**config.mk**
```make
export PLATFORM = sky130hd
export DESIGN_NAME = number_to_seven_segment_writer_core
export DESIGN_NICKNAME = d
export VERILOG_FILES = /design/src/hdl/n7seg_pkg.sv /design/src/hdl/n7seg_ctrl.sv /design/src/hdl/n7seg_dp.sv /design/src/hdl/number_to_seven_segment_writer_core.sv
export VERILOG_INCLUDE_DIRS = /design/src /design/src/hdl
export SDC_FILE = /design/constraint.sdc
export NUM_CORES = 1
export LEC_CHECK = 0
export CAP_MARGIN = 40
export CORE_UTILIZATION = 52
export DETAILED_ROUTE_END_ITERATION = 16
export DONT_BUFFER_PORTS = 1
export PLACE_DENSITY = 0.78
export SETUP_SLACK_MARGIN = 0.02
export SYNTH_ARGS = -nofsm -noshare
export SYNTH_HDL_FRONTEND = slang
export SYNTH_SLANG_ARGS = --single-unit
```
**constraint.sdc**
```tcl
create_clock -name clk -period 4.78 [get_ports clk]
set_input_delay 0.956 -clock clk [delete_from_list [all_inputs] [get_ports clk]]
set_output_delay 0.956 -clock clk [all_outputs]
set_load 0.05 [all_outputs]
```
**src/hdl/number_to_seven_segment_writer_core_defines.svh**
```systemverilog
// assertion macros used by the digit writer controller
// no dependencies; the including module must have clk and arst_n in scope
`ifndef NUMBER_TO_SEVEN_SEGMENT_WRITER_CORE_DEFINES_SVH
`define NUMBER_TO_SEVEN_SEGMENT_WRITER_CORE_DEFINES_SVH

// same-cycle implication, checked outside reset
`define N7SEG_ASSERT_IMP(lbl, ante, cons) \
	lbl: assert property (@(posedge clk) disable iff (!arst_n) (ante) |-> (cons)) \
		else $error("n7seg same-cycle check failed");

// next-cycle implication, checked outside reset
`define N7SEG_ASSERT_NXT(lbl, ante, cons) \
	lbl: assert property (@(posedge clk) disable iff (!arst_n) (ante) |=> (cons)) \
		else $error("n7seg next-cycle check failed");

`endif

```
**src/hdl/n7seg_pkg.sv**
```systemverilog
// types, command codes and segment font for the seven-segment digit writer
// no dependencies
`default_nettype none

package n7seg_pkg;

	// command codes of an input word
	localparam logic [1:0] CMD_DEC   = 2'd0;
	localparam logic [1:0] CMD_HEX   = 2'd1;
	localparam logic [1:0] CMD_POINT = 2'd2;
	localparam logic [1:0] CMD_CLEAR = 2'd3;

	// special segment patterns
	localparam logic [7:0] SEG_MINUS = 8'h01;
	localparam logic [7:0] SEG_POINT = 8'h80;

	// digit index width: up to twenty digits plus the minus sign
	localparam int IDX_W = 5;

	typedef struct packed {
		logic [1:0]         cmd;
		logic [7:0]         chip_address;
		logic signed [63:0] value;
		logic [2:0]         start_digit;
		logic [3:0]         min_digits;
		logic [4:0]         point_digit;
	} in_t;

	typedef struct packed {
		logic [7:0] chip_address_res;
		logic [7:0] digit_register;
		logic [7:0] segment_byte;
		logic       last;
	} out_t;

	// controller to datapath commands
	typedef struct packed {
		logic load;
		logic conv;
		logic emit_dig;
		logic emit_minus;
		logic emit_clr;
		logic last;
	} dp_cmd_t;

	// datapath to controller status
	typedef struct packed {
		logic conv_done;
		logic dig_more;
		logic dig_more_next;
		logic neg;
		logic clr_last;
	} dp_sts_t;

	// hex font, segments a..g in bits 6..0
	function automatic logic [7:0] seg_font(input logic [3:0] d);
		logic [7:0] s;
		case (d)
			4'h0: s = 8'h7E;
			4'h1: s = 8'h30;
			4'h2: s = 8'h6D;
			4'h3: s = 8'h79;
			4'h4: s = 8'h33;
			4'h5: s = 8'h5B;
			4'h6: s = 8'h5F;
			4'h7: s = 8'h70;
			4'h8: s = 8'h7F;
			4'h9: s = 8'h7B;
			4'hA: s = 8'h77;
			4'hB: s = 8'h1F;
			4'hC: s = 8'h4E;
			4'hD: s = 8'h3D;
			4'hE: s = 8'h4F;
			4'hF: s = 8'h47;
			default: s = 8'h00;
		endcase
		return s;
	endfunction

endpackage

`default_nettype wire

```
**src/hdl/n7seg_ctrl.sv**
```systemverilog
// controller state machine of the digit writer
// depends on n7seg_pkg and the assertion macro header
`default_nettype none
`include "number_to_seven_segment_writer_core_defines.svh"

module n7seg_ctrl import n7seg_pkg::*; (
	input  wire logic       clk,
	input  wire logic       arst_n,
	input  wire logic       start,
	input  wire logic [1:0] cmd_in,
	input  wire dp_sts_t    sts,
	output dp_cmd_t         dcmd,
	output logic            busy
);

	localparam logic [2:0] S_IDLE  = 3'd0;
	localparam logic [2:0] S_CONV  = 3'd1;
	localparam logic [2:0] S_EMIT  = 3'd2;
	localparam logic [2:0] S_MINUS = 3'd3;
	localparam logic [2:0] S_CLR   = 3'd4;

	logic [2:0] state_q;
	logic [2:0] state_d;

	assign busy = (state_q != S_IDLE);

	// next state and datapath commands
	always_comb begin
		state_d = state_q;
		dcmd    = '0;
		case (state_q)
			S_IDLE: begin
				if (start) begin
					dcmd.load = 1'b1;
					case (cmd_in)
						CMD_CLEAR: state_d = S_CLR;
						CMD_HEX:   state_d = S_EMIT;
						default:   state_d = S_CONV;
					endcase
				end
			end
			S_CONV: begin
				dcmd.conv = 1'b1;
				if (sts.conv_done) begin
					state_d = S_EMIT;
				end
			end
			S_EMIT: begin
				if (sts.dig_more) begin
					dcmd.emit_dig = 1'b1;
					dcmd.last     = !sts.dig_more_next && !sts.neg;
					if (!sts.dig_more_next) begin
						state_d = sts.neg ? S_MINUS : S_IDLE;
					end
				end else begin
					state_d = sts.neg ? S_MINUS : S_IDLE;
				end
			end
			S_MINUS: begin
				dcmd.emit_minus = 1'b1;
				dcmd.last       = 1'b1;
				state_d         = S_IDLE;
			end
			S_CLR: begin
				dcmd.emit_clr = 1'b1;
				dcmd.last     = sts.clr_last;
				if (sts.clr_last) begin
					state_d = S_IDLE;
				end
			end
			default: state_d = S_IDLE;
		endcase
	end

	// state register
	always_ff @(posedge clk or negedge arst_n) begin
		if (!arst_n) begin
			state_q <= S_IDLE;
		end else begin
			state_q <= state_d;
		end
	end

	// checks
	`N7SEG_ASSERT_IMP(a_one_cmd, 1'b1, $onehot0({dcmd.load, dcmd.conv, dcmd.emit_dig, dcmd.emit_minus, dcmd.emit_clr}))
	`N7SEG_ASSERT_IMP(a_emit_busy, dcmd.emit_dig || dcmd.emit_minus || dcmd.emit_clr, busy)
	`N7SEG_ASSERT_NXT(a_load_busy, dcmd.load, busy)
	`N7SEG_ASSERT_NXT(a_last_idle, dcmd.last, !busy)

endmodule

`default_nettype wire

```
**src/hdl/n7seg_dp.sv**
```systemverilog
// datapath of the digit writer: operand registers, binary to bcd converter,
// digit shift register and the registered result word; depends on n7seg_pkg
`default_nettype none

module n7seg_dp import n7seg_pkg::*; #(
	parameter int VALUE_WIDTH = 64,
	parameter int DIGIT_BASE  = 1
) (
	input  wire logic    clk,
	input  wire logic    arst_n,
	input  wire in_t     item,
	input  wire dp_cmd_t dcmd,
	output dp_sts_t      sts,
	output out_t         result,
	output logic         result_valid
);

	localparam int PAD_W = ((VALUE_WIDTH + 3) / 4) * 4;
	localparam int NSTEP = PAD_W / 4;
	localparam int NDEC  = (VALUE_WIDTH * 30103) / 100000 + 1;
	localparam int ND    = (NDEC > NSTEP) ? NDEC : NSTEP;
	localparam int BCD_W = ND * 4;
	localparam int CNT_W = $clog2(NSTEP);
	localparam logic [CNT_W-1:0] LAST_STEP = CNT_W'(NSTEP - 1);
	localparam logic [7:0] BASE = 8'(DIGIT_BASE);

	logic [1:0]             mode_q;
	logic [7:0]             chip_q;
	logic [2:0]             start_q;
	logic [3:0]             mind_q;
	logic [4:0]             pdig_q;
	logic                   neg_q;
	logic [PAD_W-1:0]       bin_q;
	logic [BCD_W-1:0]       bcd_q;
	logic [CNT_W-1:0]       cnt_q;
	logic [IDX_W-1:0]       idx_q;
	out_t                   result_q;
	logic                   result_valid_q;

	logic [VALUE_WIDTH-1:0] raw;
	logic                   sign;
	logic [VALUE_WIDTH-1:0] mag;
	logic [BCD_W-1:0]       bcd_nx;
	logic [PAD_W-1:0]       bin_nx;
	logic [IDX_W-1:0]       idx_inc;
	logic [7:0]             pos;
	logic [7:0]             seg;

	// magnitude of the incoming value
	assign raw  = item.value[VALUE_WIDTH-1:0];
	assign sign = raw[VALUE_WIDTH-1];
	assign mag  = sign ? (~raw + {{(VALUE_WIDTH-1){1'b0}}, 1'b1}) : raw;

	// double dabble, four bits per cycle
	always_comb begin
		logic [BCD_W-1:0] b;
		logic [PAD_W-1:0] s;
		b = bcd_q;
		s = bin_q;
		for (int k = 0; k < 4; k++) begin
			for (int j = 0; j < ND; j++) begin
				if (b[j*4 +: 4] >= 4'd5) begin
					b[j*4 +: 4] = b[j*4 +: 4] + 4'd3;
				end
			end
			b = {b[BCD_W-2:0], s[PAD_W-1]};
			s = {s[PAD_W-2:0], 1'b0};
		end
		bcd_nx = b;
		bin_nx = s;
	end

	// status to the controller
	assign idx_inc           = idx_q + 1'b1;
	assign sts.conv_done     = (cnt_q == LAST_STEP);
	assign sts.dig_more      = (bcd_q != '0) || (idx_q < {1'b0, mind_q});
	assign sts.dig_more_next = (bcd_q[BCD_W-1:4] != '0) || (idx_inc < {1'b0, mind_q});
	assign sts.neg           = neg_q;
	assign sts.clr_last      = (idx_q[2:0] == 3'd7);

	// digit position and segment pattern of the current word
	assign pos = BASE + {5'b0, start_q} + {3'b0, idx_q};
	always_comb begin
		seg = seg_font(bcd_q[3:0]);
		if (mode_q == CMD_POINT && idx_q == pdig_q) begin
			seg = seg | SEG_POINT;
		end
	end

	// operand and digit registers
	always_ff @(posedge clk) begin
		if (dcmd.load) begin
			mode_q  <= item.cmd;
			chip_q  <= item.chip_address;
			start_q <= item.start_digit;
			mind_q  <= (item.cmd == CMD_POINT) ? 4'd0 : item.min_digits;
			pdig_q  <= item.point_digit;
			neg_q   <= sign && (item.cmd != CMD_HEX) && (item.cmd != CMD_CLEAR);
			bin_q   <= PAD_W'(mag);
			bcd_q   <= (item.cmd == CMD_HEX) ? BCD_W'(raw) : '0;
			cnt_q   <= '0;
			idx_q   <= '0;
		end else if (dcmd.conv) begin
			bin_q <= bin_nx;
			bcd_q <= bcd_nx;
			cnt_q <= cnt_q + 1'b1;
		end else if (dcmd.emit_dig) begin
			bcd_q <= bcd_q >> 4;
			idx_q <= idx_inc;
		end else if (dcmd.emit_clr) begin
			idx_q <= idx_inc;
		end
	end

	// result word register
	always_ff @(posedge clk) begin
		if (dcmd.emit_dig || dcmd.emit_minus || dcmd.emit_clr) begin
			result_q.chip_address_res <= chip_q;
			result_q.last             <= dcmd.last;
			if (dcmd.emit_clr) begin
				result_q.digit_register <= BASE + {5'b0, ~idx_q[2:0]};
				result_q.segment_byte   <= 8'h00;
			end else if (dcmd.emit_minus) begin
				result_q.digit_register <= pos;
				result_q.segment_byte   <= SEG_MINUS;
			end else begin
				result_q.digit_register <= pos;
				result_q.segment_byte   <= seg;
			end
		end
	end

	// result strobe
	always_ff @(posedge clk or negedge arst_n) begin
		if (!arst_n) begin
			result_valid_q <= 1'b0;
		end else begin
			result_valid_q <= dcmd.emit_dig || dcmd.emit_minus || dcmd.emit_clr;
		end
	end

	assign result       = result_q;
	assign result_valid = result_valid_q;

endmodule

`default_nettype wire

```
**src/hdl/number_to_seven_segment_writer_core.sv**
```systemverilog
// top level of the seven-segment digit writer: controller plus datapath
// depends on n7seg_pkg, n7seg_ctrl and n7seg_dp
`default_nettype none

// Usage
// An input word (command, chip, value, start digit, minimum digits, point
// digit) is taken at a rising edge with start high and busy low. The block
// answers with a run of digit-register writes, one result word per cycle at
// most, each shown for exactly one cycle with result_valid high; last marks
// the final word of a run. A run that writes nothing (zero value, no padding)
// produces no words at all.
// Sequence of a run:
//   decimal and point: a load step, the converter steps (binary to bcd,
//   four bits a cycle), then one word per digit and one for a minus sign;
//   at most nineteen digits and a minus for 64 bits.
//   hex: a load step, then one word per digit.
//   clear: a load step, then eight words.
// The first word shows in the cycle after the digit phase begins; busy falls
// as the last word is registered, so the next word can be taken while it shows.
// Reset clears the controller and the strobe.
// The receiver cannot stall: each word must be taken in its cycle.
module number_to_seven_segment_writer_core import n7seg_pkg::*; #(
	parameter int VALUE_WIDTH = 64,
	parameter int DIGIT_BASE  = 1
) (
	input  wire logic clk,
	input  wire logic arst_n,
	input  wire logic start,
	output logic      busy,
	input  wire in_t  item,
	output out_t      result,
	output logic      result_valid
);

	dp_cmd_t dcmd;
	dp_sts_t sts;

	// sequencer
	n7seg_ctrl u_ctrl (
		.clk    (clk),
		.arst_n (arst_n),
		.start  (start),
		.cmd_in (item.cmd),
		.sts    (sts),
		.dcmd   (dcmd),
		.busy   (busy)
	);

	// converter and output word
	n7seg_dp #(
		.VALUE_WIDTH (VALUE_WIDTH),
		.DIGIT_BASE  (DIGIT_BASE)
	) u_dp (
		.clk          (clk),
		.arst_n       (arst_n),
		.item         (item),
		.dcmd         (dcmd),
		.sts          (sts),
		.result       (result),
		.result_valid (result_valid)
	);

endmodule

`default_nettype wire

```
## Word level (Yosys, flattened, before mapping)

Memories as Yosys holds them, arrays and structs flattened. A register that Yosys moved wholly into a read port is not among the register bits.
Index checks and enable logic that the tools add are counted.

- Flip-flop bits (word level): 205
- Bits in read-only memories: 112
- Bits of input ports: 89
- Output and inout port bits: 27
- Memories kept: 1

- Add/sub/neg operators: 86
- Magnitude comparators: 82
- Equality and inequality tests: 17
- Multiplexer cells: 110
- Bitwise operators: 3
- Reduce and logical (&&, ||, !) cells: 20

Memories:

| name | words | bits a word | read ports | clocked after Yosys merged registers in | wr ports | line | source |
|---|---|---|---|---|---|---|---|
| (name not given) | 16 | 7 | 1 | 1 | 0 | n7seg_pkg.sv:58 | `case (d)` |

Operators with widths:

| kind | count |
|---|---|
| >= comparator 4 x 3 -> 1 bit, second input constant | 80 |
| two-way mux 4 bit | 77 |
| adder 4 x 2 -> 4 bit, second input constant | 76 |
| two-way mux 64 bit | 4 |
| two-way mux 80 bit | 3 |
| nonzero test 80 bit | 1 |
| nonzero test 76 bit | 1 |
| adder 64 x 1 -> 64 bit, second input constant | 1 |
| inverter 64 bit | 1 |
| two-way mux 3 bit | 9 |
| two-way mux 16 bit | 1 |
| two-way mux 8 bit | 2 |
| adder 3 x 2 -> 3 bit, second input constant | 4 |
| one-hot mux 3 bit (4 select lines) | 1 |
| less-than comparator 5 x 4 -> 1 bit | 2 |
| two-way mux 5 bit | 2 |
| adder 1 x 3 -> 4 bit, first input constant | 2 |
| two-way mux 1 bit | 8 |
| adder 4 x 5 -> 6 bit | 1 |
| equality test 2 bit, second input constant | 3 |
| equality test 3 x 2 -> 1 bit, second input constant | 2 |
| equality test 3 bit, second input constant | 2 |
| inequality test 2 bit, second input constant | 3 |
| one-hot mux 3 bit (2 select lines) | 1 |
| other kinds (21) | 31 |

## Logic depth before layout (Yosys ltp)

- Depth after elaboration: 11
- Depth in mapped cells: 25
- Depth with buffers taken out: 25

## By module

Synthesis repeated with hierarchy kept, for this count alone.

- Cell total of the unflattened synthesis: 2148
- Area, all modules: 19407.4 um2

By module, submodules not included:

| module | times used | cells an instance | area an instance (um2) | sequential area each (um2) |
|---|---|---|---|---|
| n7seg_dp | 1 | 2115 | 19148.4 | 6050.8 |
| n7seg_ctrl | 1 | 33 | 259.0 | 75.1 |

## Worst setup path before layout

Ideal clock, no wire load.

- Path kind: register to register
- Start: register u_dp.bcd_q[0]
- End: register, netlist name u_dp.seg[0]
- Setup time: 0.080 ns
- Arrival: 4.579 ns
- Data required time: 4.700 ns
- Setup slack: 0.122 ns
- Cell stages (with the launch flop): 25
- Cells stage by stage: edfxtp_1 > inv_1 > ha_1 > nand2b_1 > a21oi_1 > xnor2_1 > ha_1 > nor2_1 > o31ai_1 > xnor2_1 > inv_1 > ha_1 > nor2b_1 > o21a_1 > xnor2_1 > ha_1 > nand2b_1 > nand2b_1 > o211a_1 > xnor2_1 > a21oi_1 > inv_1 > ha_1 > mux2_2 > a22oi_1

RTL lines:

| element | line | source |
|---|---|---|
| start, declared | n7seg_dp.sv:34 | `logic [BCD_W-1:0] bcd_q;` |
| start signal, assigned | n7seg_dp.sv:100 | `bcd_q <= (item.cmd == CMD_HEX) ? BCD_W'(raw) : '0;` |
| start signal, assigned | n7seg_dp.sv:105 | `bcd_q <= bcd_nx;` |
| start signal, assigned | n7seg_dp.sv:108 | `bcd_q <= bcd_q >> 4;` |

==> flow_summary.ini <==
[critical_path]
cp-startpoint = u_dp.bcd_q[1]$_DFFE_PN_
worstPathRequired_ns = 5.25
cp-end-kind = flop
regToRegStartpoint = u_dp.bcd_q[1]$_DFFE_PN_
crit_path_start_kind = flop
endpoint = u_dp.seg[3]$_DFF_P_
path_class = flop to flop
cp.arrival_ns = 5.14
regToRegSetupSlack_ns = 0.11
cp_max_fo = 6
rr_worst_depth = 25
worstReg2RegEnd = u_dp.seg[3]$_DFF_P_

[logic_synthesis]
syn-cell-area_sq_um = 19200
synth_cell_types = 76
yosysWarnings = 0
synth_top_area_cell = edfxtp_1
synth.most_common_cell = o21ai_0
synth-simple-area-share_pct = 15.7
yosys.area_share.adder_pct = 13.1
yosys-top-cells-area = edfxtp_1 (30%), ha_1 (13%), o21ai_0 (5.6%)
synth_edf_count = 190
ys_seq_area_share_pct = 31.9
synth_compound_area_share_pct = 18.4
synth_ff_type = edfxtp_1
netlist_top_cells_count = o21ai_0 (216), ha_1 (200), edfxtp_1 (190)
synthMuxAreaShare_pct = 9.33
synth_top_area_share_pct = 29.7
synth_top_family_by_area = compound AO/OA/AOI/OAI gates
synth_xor_area_share_pct = 7.08
syn_area_per_cell_sq_um = 9.10
synthArstFlopShare_pct = 1.90
netlist_instances = 2109
ys_ff_latch = 210

[clock_tree]
cts_buffers = 27
clk_path_buf_depth = 3
clockRootBuffer = clkbuf_16
clkLatencyLatePin_ns = 0.59
cts.clk_slew.worst_paths_ns = 0.06
cts_tree = yes
htreeDepth = 1
cts_hold_buf = 0
cts.sinks = 210

[grt]
grt_pass1_vias = 16084
grt_usage_pct = 25.8
grt_overflow = 0
antenna_found_initial = 2
grt_pass1_wl_mm = 79.6
grt_max_degree = 81

[cells_and_area]
n_antenna_cell = 0
syn2layout_area_growth_pct = 15.7
final_util_pct = 61.8
drive_above_1_share_pct = 20.2
nNetsFinal = 2480

[detailed_routing]
wl_per_cell_um = 19.4
drt-total-wl_mm = 51.8
drtIter0Drc = 1374
via_per_inst = 6.21
drc_errors = 0
ant_nets = 0
dr.pass1.iters = 5
vias = 16592

[timing]
final.setup_skew_ns = 0.0398
setup_viol = 0
max_freq_ghz = 0.214
period_needed_ns = 4.67
worstMarginPinSlew_ns = 0.768
finalHoldViolCount = 0
maxSlewHeadroom_pct = 48.8
period_share_pct = 97.6
grt_setup_unrepaired = true
report.final.slew_viol_count = 0

[floorplan]
die_h_um = 194
die-area_sq_um = 37700
core_sq_um = 35900
start_util_pct = 53.4
die_x_um = 194
io_pins = 116
rows = 69

[hold_path]
hold_class = input port to asynchronous set/reset pin

[place]
gp_congestion = 0.913
hpwl_mm = 36.4
io_buffers = 0

[flow_run]
drv_cap = 0

[run_status]
status = finished, final reports clean
critical path: stages, from the launching register on:
cell	delay, ns
edfxtp_1	0.43
inv_2	0.15
ha_4	0.15
nand2b_4	0.13
a21oi_4	0.06
xnor2_2	0.24
ha_2	0.22
nor2_1	0.05
o31ai_2	0.26
xnor2_1	0.20
inv_1	0.13
ha_2	0.20
nor2b_4	0.13
o21a_1	0.20
xnor2_2	0.17
buf_4	0.15
ha_4	0.16
nand2b_4	0.08
nand2b_1	0.07
o211a_1	0.26
xnor2_2	0.18
a21oi_2	0.10
buf_6	0.16
ha_2	0.32
mux2i_1	0.06
mux2_2	0.26
flip-flops by register name, summed over array words and instances, names as in the netlist:
| name | count |
|---|---|
| u_ctrl.state_q | 3 |
| u_dp.bcd_q | 80 |
| u_dp.bin_q | 64 |
| u_dp.chip_q | 8 |
| u_dp.cnt_q | 4 |
| u_dp.idx_q | 5 |
| u_dp.mind_q | 4 |
| u_dp.mode_q | 2 |
| u_dp.neg_q | 1 |
| u_dp.pdig_q | 5 |
| u_dp.result | 23 |
| u_dp.result_valid | 1 |
| u_dp.seg | 7 |
| u_dp.start_q | 3 |
worst min path at each step:
stage | cells past startpoint | from | slack [ns] | to
CTS | 0 | arst_n | 0.04 | u_ctrl.state_q[1]$_DFFE_PN0P_
floorplan | 0 | u_dp.chip_q[0]$_DFFE_PP_ | 0.40 | u_dp.result[17]$_DFFE_PP_
detailed placement | 0 | u_dp.chip_q[6]$_DFFE_PP_ | 0.41 | u_dp.result[23]$_DFFE_PP_
global route | 0 | arst_n | 0.04 | u_ctrl.state_q[1]$_DFFE_PN0P_
global placement | 0 | u_dp.chip_q[0]$_DFFE_PP_ | 0.40 | u_dp.result[17]$_DFFE_PP_
finish | 0 | arst_n | 0.06 | u_ctrl.state_q[1]$_DFFE_PN0P_
cell type report:
type / instances / area (sq um)
Clock buffer: 31 / 691
Clock inverter: 17 / 173
Fill cell: 2834 / 13700
Inverter: 157 / 589
Multi-Input combinational cell: 1680 / 13200
Sequential cell: 210 / 6130
Tap cell: 461 / 577
Timing Repair Buffer: 114 / 892
cells by family after synthesis:
group	after synthesis
other	1
and+or+nand+nor	579
muxes	170
DFF	210
AOI/OAI and AO/OA	573
buffers and inverters	220
adders and majority gates	201
xor gates and xnor gates	155
through the flow:
stage          cells  setup WS, ns   TNS [ns]  hold WS (ns)  cell area [sq um]
6_report        2670         0.113          0        0.0612              22200
5_1_grt         2670        -0.104     -0.709        0.0377              22200
4_1_cts         2606     -0.000375  -0.000375        0.0435              21000
3_5_place_dp    2554        -0.202      -2.46         0.407              19900
3_3_place_gp    2552        0.0602          0         0.400              19900
2_1_floorplan   2110         0.122          0         0.400              19200
layout by cell type, fill, tap and decap left out, types with 12 or more instances in the layout:
cell type and count:
a21boi_0 17, a21o_1 13, a21oi_1 87, a21oi_2 31, a22oi_1 57, and2_1 17, buf_4 110, clkbuf_16 27
dfxtp_1 16, edfxtp_1 190, ha_1 168, ha_2 26, inv_1 132, inv_2 25, mux2_2 70, mux2i_1 87
mux2i_2 12, nand2_1 159, nand2b_1 56, nand3_1 24, nand4_1 12, nor2_1 103, nor2b_1 33, nor3_1 42
nor3b_1 40, o21a_1 17, o21ai_0 201, o21ai_1 16, o31ai_1 18, or3_1 18, xnor2_1 44, xnor2_2 41
xor2_1 69
routing by layer:
layer  share of wire (%)  vias up  global-route usage, %
met5               0.052        -                      0
met4                 2.7        4                   9.11
met3                 6.7      107                   4.52
met2                  49      586                   44.9
met1                  42     8081                   32.0
li1                    -     7814                      -
repair_timing:
item / in CTS / in global routing
endpoints found under the setup margin: 31 / 67
pin swaps: 7 / 39
buffers inserted: 4 / 64
resized for setup: 51 / 177
Power is not shown: default switching activity piles up to over one toggle a cycle in this logic, so the estimate is an artifact.
